File: src/hdl/lsmb_pkg.sv
// shared types, constants and tables of the laser scan merge binner
package lsmb_pkg;

  localparam int unsigned MaxBinsDefault = 4096;
  localparam int unsigned MaxSamples     = 4096;
  localparam int unsigned CordicSteps    = 14;
  localparam int unsigned CordicW        = 40;
  localparam int unsigned AngW           = 18;
  localparam int unsigned InvGainQ14     = 9949;
  localparam int unsigned InvGainQ16     = 39797;
  localparam int unsigned EmptyMarginMm  = 1000;
  localparam int unsigned CfgIdxW        = 3;
  localparam int unsigned CfgDataW       = 64;

  typedef enum logic [CfgIdxW-1:0] {
    CFG_BIN_COUNT   = 3'd0,
    CFG_RANGE_MIN   = 3'd1,
    CFG_RANGE_MAX   = 3'd2,
    CFG_BODY_RADIUS = 3'd3,
    CFG_FRONT_POSE  = 3'd4,
    CFG_BACK_POSE   = 3'd5,
    CFG_FRONT_GEOM  = 3'd6,
    CFG_BACK_GEOM   = 3'd7
  } cfg_idx_e;

  typedef struct packed {
    logic        filled;
    logic [15:0] min_range;
  } bin_entry_t;

  typedef struct packed {
    logic start;
    logic vec;
  } cordic_ctl_t;

  function automatic logic signed [AngW-1:0] atan_f(input logic [3:0] i);
    logic signed [AngW-1:0] a;
    case (i)
      4'd0:    a = 18'sd8192;
      4'd1:    a = 18'sd4836;
      4'd2:    a = 18'sd2555;
      4'd3:    a = 18'sd1297;
      4'd4:    a = 18'sd651;
      4'd5:    a = 18'sd326;
      4'd6:    a = 18'sd163;
      4'd7:    a = 18'sd81;
      4'd8:    a = 18'sd41;
      4'd9:    a = 18'sd20;
      4'd10:   a = 18'sd10;
      4'd11:   a = 18'sd5;
      4'd12:   a = 18'sd3;
      4'd13:   a = 18'sd1;
      default: a = 18'sd0;
    endcase
    return a;
  endfunction

endpackage

File: src/hdl/lsmb_cordic.sv
// shared iterative cordic unit, rotation and vectoring, one step per cycle
module lsmb_cordic (
  input  logic                                       clk_i,
  input  logic                                       rst_ni,
  input  lsmb_pkg::cordic_ctl_t                      ctl_i,
  input  logic signed [lsmb_pkg::CordicW-1:0]        x_i,
  input  logic signed [lsmb_pkg::CordicW-1:0]        y_i,
  input  logic signed [lsmb_pkg::AngW-1:0]           z_i,
  output logic                                       done_o,
  output logic signed [lsmb_pkg::CordicW-1:0]        x_o,
  output logic signed [lsmb_pkg::CordicW-1:0]        y_o,
  output logic signed [lsmb_pkg::AngW-1:0]           z_o
);

  logic signed [lsmb_pkg::CordicW-1:0] x_q, x_d, y_q, y_d;
  logic signed [lsmb_pkg::AngW-1:0]    z_q, z_d;
  logic [3:0]                          step_q;
  logic                                busy_q, vec_q, done_q;
  logic                                pos;

  always_comb begin
    pos = vec_q ? y_q[lsmb_pkg::CordicW-1] : !z_q[lsmb_pkg::AngW-1];
    if (pos) begin
      x_d = x_q - (y_q >>> step_q);
      y_d = y_q + (x_q >>> step_q);
      z_d = z_q - lsmb_pkg::atan_f(step_q);
    end else begin
      x_d = x_q + (y_q >>> step_q);
      y_d = y_q - (x_q >>> step_q);
      z_d = z_q + lsmb_pkg::atan_f(step_q);
    end
  end

  always_ff @(posedge clk_i or negedge rst_ni) begin
    if (!rst_ni) begin
      busy_q <= 1'b0;
      done_q <= 1'b0;
      step_q <= 4'd0;
      vec_q  <= 1'b0;
    end else begin
      done_q <= 1'b0;
      if (ctl_i.start) begin
        busy_q <= 1'b1;
        step_q <= 4'd0;
        vec_q  <= ctl_i.vec;
      end else if (busy_q) begin
        step_q <= step_q + 4'd1;
        if (step_q == 4'(lsmb_pkg::CordicSteps - 1)) begin
          busy_q <= 1'b0;
          done_q <= 1'b1;
        end
      end
    end
  end

  always_ff @(posedge clk_i) begin
    if (ctl_i.start) begin
      x_q <= x_i;
      y_q <= y_i;
      z_q <= z_i;
    end else if (busy_q) begin
      x_q <= x_d;
      y_q <= y_d;
      z_q <= z_d;
    end
  end

  assign done_o = done_q;
  assign x_o    = x_q;
  assign y_o    = y_q;
  assign z_o    = z_q;

endmodule

File: config.mk
export PLATFORM = sky130hd
export DESIGN_NAME = lsmb_cordic
export DESIGN_NICKNAME = d
export VERILOG_FILES = /design/src/hdl/lsmb_pkg.sv /design/src/hdl/lsmb_cordic.sv
export SDC_FILE = /design/constraint.sdc
export NUM_CORES = 1
export LEC_CHECK = 0
export ABC_CLOCK_PERIOD_IN_PS = 7050
export BUFFER_PORTS_ARGS = -buffer_cell sky130_fd_sc_hd__buf_2
export CORE_UTILIZATION = 58
export CTS_CLUSTER_DIAMETER = 80
export DETAILED_ROUTE_END_ITERATION = 12
export GPL_TIMING_DRIVEN = 0
export PLACE_DENSITY = 0.8
export SLEW_MARGIN = 15
export SYNTH_ARGS = -nofsm -noshare
export SYNTH_HDL_FRONTEND = slang
export SYNTH_SLANG_ARGS = --single-unit
File: constraint.sdc
create_clock -name clk_i -period 7.05 [get_ports clk_i]
set_input_delay 1.41 -clock clk_i [delete_from_list [all_inputs] [get_ports clk_i]]
set_output_delay 1.41 -clock clk_i [all_outputs]
set_load 0.1 [all_outputs]
==> results.cfg, run 1 <==
[logic_synthesis]
synth_edf_count = 98
synth_most_common_cell = nand2_1
synth-simple-area-share = 0.179
synth_fa_ha_area_frac = 0.0944
synth_xor_area_frac = 0.0947
synthTopCellsByArea = edfxtp_1 20%, mux4_2 9.9%, ha_1 9.0%
synth_top_family_by_area = compound AO/OA/AOI/OAI gates
synth-compound-area-share = 0.217
synth_seq_cells = 105
synth_common_cells = 285 x nand2_1, 185 x o21ai_0, 138 x a21oi_1
ys_types = 86
synth_top_area_share = 0.195
syn_inst = 1801
synth.avg_cell_area_um2 = 8.37
ys_seq_area_frac = 0.207
ys.flop_type = edfxtp_1
syn_area_mm2 = 0.0151
synth_largest_area_cell = edfxtp_1
ys_warn_count = 0
synthArstFlopShare = 0.0667
syn_nets = 2015
muxShareOfSynthArea = 0.168

[worst_setup_path]
slowest_stage = dfrtp_1
critPathArrivalTime_ps = 6890
crit_top_cell = buf_2
startpoint_type = register
end_kind = register
slowest_delay_ps = 580
cp_top_family = compound AO/OA/AOI/OAI gates
crit_required_ps = 7150
crit_fanout = 19
cp_num_buf_inv = 6
crit_chain = clkbuf_2 -> buf_2 -> buf_2 -> clkbuf_4 -> clkbuf_2 -> buf_2 -> nand2_1 -> o21a_1 -> ha_1 -> nor2_1 -> xor2_1 -> ha_1 -> nor2b_1 -> o31a_1 -> o311a_1 -> o211ai_1 -> a31oi_1 -> a211oi_2 -> o2bb2ai_1 -> o21bai_1 -> a211oi_1 -> xor2_1 -> o21ai_0
crit_type = reg2reg

[grt]
track_usage = 0.422
antenna_found_initial = 3
grt_max_degree = 54
grt_pass1_wl_um = 84900
gr-total-overflow = 0
grt_pass1_vias = 14900

[die]
rows = 58
die_h_um = 163
ios = 201
die_x_um = 163
core_mm2 = 0.0253
die_area_mm2 = 0.0266
start_util = 0.595

[detailed_routing]
finalWirelength_um = 56100
vias = 15700
ant_nets = 0
drc_errors = 0
wirelength_met1_um = 21500
via_per_inst = 6.70
drtIter0Drc = 1993
drt_first_pass_iters = 6
wire_per_inst_um = 23.9
met2WireLength_um = 25700
wl_met3_um = 5610
highest_layer = met5

[sta]
min_period_over_period = 0.962
finalSetupViolCount = 0
slew_violations = 0
max_freq_mhz = 147
fin_worst_skew_ps = 15.5
layout_min_cycle_time_ps = 6790
final-hold-violation-count = 0
tightest_slew_ps = 1110
setup_tns_ps = 0
slew_headroom = 0.260
rsz0062_at_grt = no

[cts]
root_buffer = clkbuf_16
cts_tree = built
post_cts_buffers = 0
clkSinkCount = 105
clock_latency_ps = 380
cts_hold_buf = 0
cts.path.max_buffers = 2
htree_levels = 3
postCtsResizedCells = 9
clkTransAtPathRegs_ps = 80
cts_buffers = 9

[finish]
final_area_mm2 = 0.0169
filler_cell_count = 2270
stdcell_count = 2344
post_route_cells_drive_above_1_share = 0.186
antenna_cells = 0
fin_util = 0.666
nets = 2223
areaGrowthSynthToFinish_pct = 11.9

[outcome]
status = finished, final reports clean

[place]
gp_congestion = 1.05
place_area_mm2 = 0.0165
place_inst = 2331
port_buffers = 199
hpwl_um = 43500

[min_path]
hold_path_class = reg2reg

[flow_run]
max_cap_viol_count = 0
## kinds of logic after synthesis
group,Yosys count
AND/OR/NAND/NOR,589
AO/OA/AOI/OAI,535
XOR/XNOR,163
multiplexers,162
buffers and inverters,135
adder cells (fa/ha/maj),112
flip-flops,105
## per-layer routing
metal | GRT usage | vias to the layer above
met5 | 0 | -
met4 | 0.237 | 6
met3 | 0.0899 | 213
met2 | 0.678 | 1002
met1 | 0.524 | 7392
li1 | - | 7094
## sequential cells by signal (all words and copies together) (netlist names)
| signal | flops |
|---|---|
| busy_q | 1 |
| done_o | 1 |
| step_q | 4 |
| vec_q | 1 |
| x_o | 40 |
| y_o | 40 |
| z_o | 18 |
## cell type report
class | instances | area [um^2] | area share
sequential | 105 | 3120 | 0.185
clock inverter | 7 | 68.8 | 0.00408
clock buffer | 9 | 225 | 0.0134
tap | 330 | 413 | 0.0245
multi-input combinational | 1561 | 11400 | 0.675
timing repair buffer | 200 | 1020 | 0.0607
buffer | 92 | 479 | 0.0284
inverter | 40 | 150 | 0.00890
## metrics by stage
step                setup WS [ps]  hold slack, ps
detailed placement          -1280             571
floorplan                    1070             535
CTS                           105             588
finish                        265             597
global route                 7.20             615
global placement            -1180             548
## worst reg2reg max path: stages (launching register included)
cell and delay [ps]:
dfrtp_1 580, clkbuf_2 360, buf_2 310, buf_2 330, clkbuf_4 370, clkbuf_2 330
buf_2 390, nand2_1 100, o21a_1 150, ha_1 210, nor2_1 130, xor2_1 180
ha_1 290, nor2b_1 170, o31a_1 290, o311a_1 370, o211ai_1 300, a31oi_1 200
a211oi_2 360, o2bb2ai_1 270, o21bai_1 180, a211oi_1 340, xor2_1 210, o21ai_0 90
## path summary, 6_finish.rpt
check | startpoint | to | slack, ps | cells past startpoint
max | step_q[2] | x_o[38] | 260 | 23
min | vec_q | vec_q | 600 | 1
max reg2reg | step_q[2] | x_o[38] | 260 | 23
min reg2reg | vec_q | vec_q | 600 | 1
max in group asynchronous | rst_ni | step_q[1] | 6020 | 1
min in group asynchronous | rst_ni | done_o | 860 | 1
## cell usage in the layout, fill, tap and decap left out, types with 11 or more instances in the layout
cell type,synthesis,final
and3_1,14,14
edfxtp_1,98,98
xor2_1,80,80
mux2_2,26,26
ha_1,109,109
mux2i_1,66,65
a31oi_1,27,27
nand2_1,285,285
o211ai_1,14,14
buf_1,20,11
a21oi_1,138,138
nor2b_1,17,17
o31ai_1,21,21
a211oi_1,21,18
xnor2_1,83,83
nand2b_1,23,23
a21o_1,39,39
inv_1,37,37
buf_2,14,214
o21a_1,17,17
nor2_1,119,119
o21ai_0,185,185
clkbuf_1,51,45
nand3_1,40,40
and2_1,16,16
mux4_2,66,66
nor3_1,20,19
Power of run 1 is not shown: default switching activity piles up to over one toggle a cycle in this logic, so the estimate is an artifact.
==> run 2, diff against run 1 <==
--- a/config.mk
+++ b/config.mk
@@ -6,12 +6,12 @@
 export NUM_CORES = 1
 export LEC_CHECK = 0
 export ABC_CLOCK_PERIOD_IN_PS = 7050
-export BUFFER_PORTS_ARGS = -buffer_cell sky130_fd_sc_hd__buf_2
 export CORE_UTILIZATION = 58
 export CTS_CLUSTER_DIAMETER = 80
 export DETAILED_ROUTE_END_ITERATION = 12
+export DONT_BUFFER_PORTS = 1
 export GPL_TIMING_DRIVEN = 0
-export PLACE_DENSITY = 0.8
+export PLACE_DENSITY = 0.74
 export SLEW_MARGIN = 15
 export SYNTH_ARGS = -nofsm -noshare
 export SYNTH_HDL_FRONTEND = slang
==> results.cfg, run 2 (synthesis results as in run 1) <==
[min_path]
min_from = vec_q
min_path_cells = 1
hold_path_class = reg2reg
hold_end = vec_q

[sta]
max_freq_mhz = 146
final-hold-violation-count = 0
tightest_slew_ps = 1280
finalSetupViolCount = 0
slew_violations = 0
min_period_over_period = 0.971
layout_min_cycle_time_ps = 6850
slew_headroom = 0.144
setup_tns_ps = 0
fin_worst_skew_ps = 14.2

[detailed_routing]
ant_nets = 0
vias = 15100
via_per_inst = 6.95
wire_per_inst_um = 26.6
drt_first_pass_iters = 5
drtIter0Drc = 1643
drc_errors = 0
finalWirelength_um = 57700

[worst_setup_path]
startpoint_type = register
critPathArrivalTime_ps = 7000
reg2reg_from = y_o[39]
cp_num_buf_inv = 2
crit_top_cell = o21ai_0
crit_chain = clkbuf_1 -> mux2i_2 -> clkbuf_1 -> o21ai_0 -> fa_1 -> a211oi_1 -> o21ai_0 -> a31oi_1 -> nor3_1 -> o21ai_0 -> a21oi_1 -> o211ai_1 -> a21oi_1 -> o22a_1 -> a211o_1 -> o311ai_0
crit_fanout = 10
rr_worst_depth = 16
end_kind = register
slowest_stage = edfxtp_1
slowest_delay_ps = 890
r2r_slack_ps = 200
crit_required_ps = 7210
r2r-end = y_o[36]
cp_top_family = compound AO/OA/AOI/OAI gates
crit_type = reg2reg

[grt]
track_usage = 0.430
grt_pass1_vias = 14600
antenna_found_initial = 3
gr-total-overflow = 0
grt_max_degree = 51
grt_pass1_wl_um = 85700

[flow_run]
max_cap_viol_count = 0

[finish]
areaGrowthSynthToFinish_pct = 8.03
final_area_mm2 = 0.0163
filler_cell_count = 2197
post_route_cells_drive_above_1_share = 0.110
final_cell_mix = 285 x nand2_1, 185 x o21ai_0, 138 x a21oi_1
layout_commonest_cell = nand2_1
nets = 2046

[cts]
clock_latency_ps = 380
cts_tree = built
cts_buffers = 9
root_buffer = clkbuf_16
clkTransAtPathRegs_ps = 90
cts_hold_buf = 0
cts.path.max_buffers = 2
htree_levels = 3
clkSinkCount = 105

[place]
hpwl_um = 44600
place_area_mm2 = 0.0158
port_buffers = 0
gp_congestion = 1.01

[die]
core_mm2 = 0.0253
die_x_um = 163
rows = 58
start_util = 0.595
die_area_mm2 = 0.0266
die_h_um = 163
ios = 201

[outcome]
status = finished, final reports clean
## run 2: cell type report
type | instances | area [um^2] | share of cell area
antenna | 1 | 2.50 | 0.000154
buffer | 92 | 479 | 0.0294
clock buffer | 9 | 225 | 0.0138
clock inverter | 7 | 75.1 | 0.00461
inverter | 40 | 150 | 0.00922
multi-input combinational | 1561 | 11400 | 0.699
sequential | 105 | 3120 | 0.191
tap | 330 | 413 | 0.0253
timing repair buffer | 23 | 432 | 0.0265
## run 2: worst max path at each step
stage               startpoint      end  slack [ps]  cells past startpoint
floorplan            step_q[2]  x_o[39]        1070                     24
global placement     step_q[2]  x_o[39]       -1570                     24
detailed placement   step_q[2]  x_o[39]       -1460                     24
CTS                  step_q[0]  z_o[16]          20                     24
global route         step_q[2]  x_o[39]          -4                     24
finish                 y_o[39]  y_o[36]         200                     16
## run 2: timing repair
action,in CTS,in global routing
setup buffers,0,0
gates resized for setup,8,24
hold endpoints to repair,0,0
endpoints found under the setup margin,40,21
## run 2: through the flow
step	util	hold slack, ps	instances	worst slack, ps
3_5_place_dp	0.625	577	2148	-1460
5_1_grt	0.643	651	2167	-4.08
3_3_place_gp	0.612	545	2131	-1570
2_1_floorplan	-	535	1801	1070
4_1_cts	0.637	600	2161	24.6
6_report	0.643	607	2168	203
## run 2: metal layers
metal / track usage / vias to the layer above / wire length [um]
met1: 0.523 / 7257 / 21500
li1: - / 6736 / -
met3: 0.0924 / 203 / 6010
met2: 0.694 / 878 / 26200
met5: 0 / - / 11
met4: 0.264 / 2 / 3950
Power of run 2 is left out for the same reason.
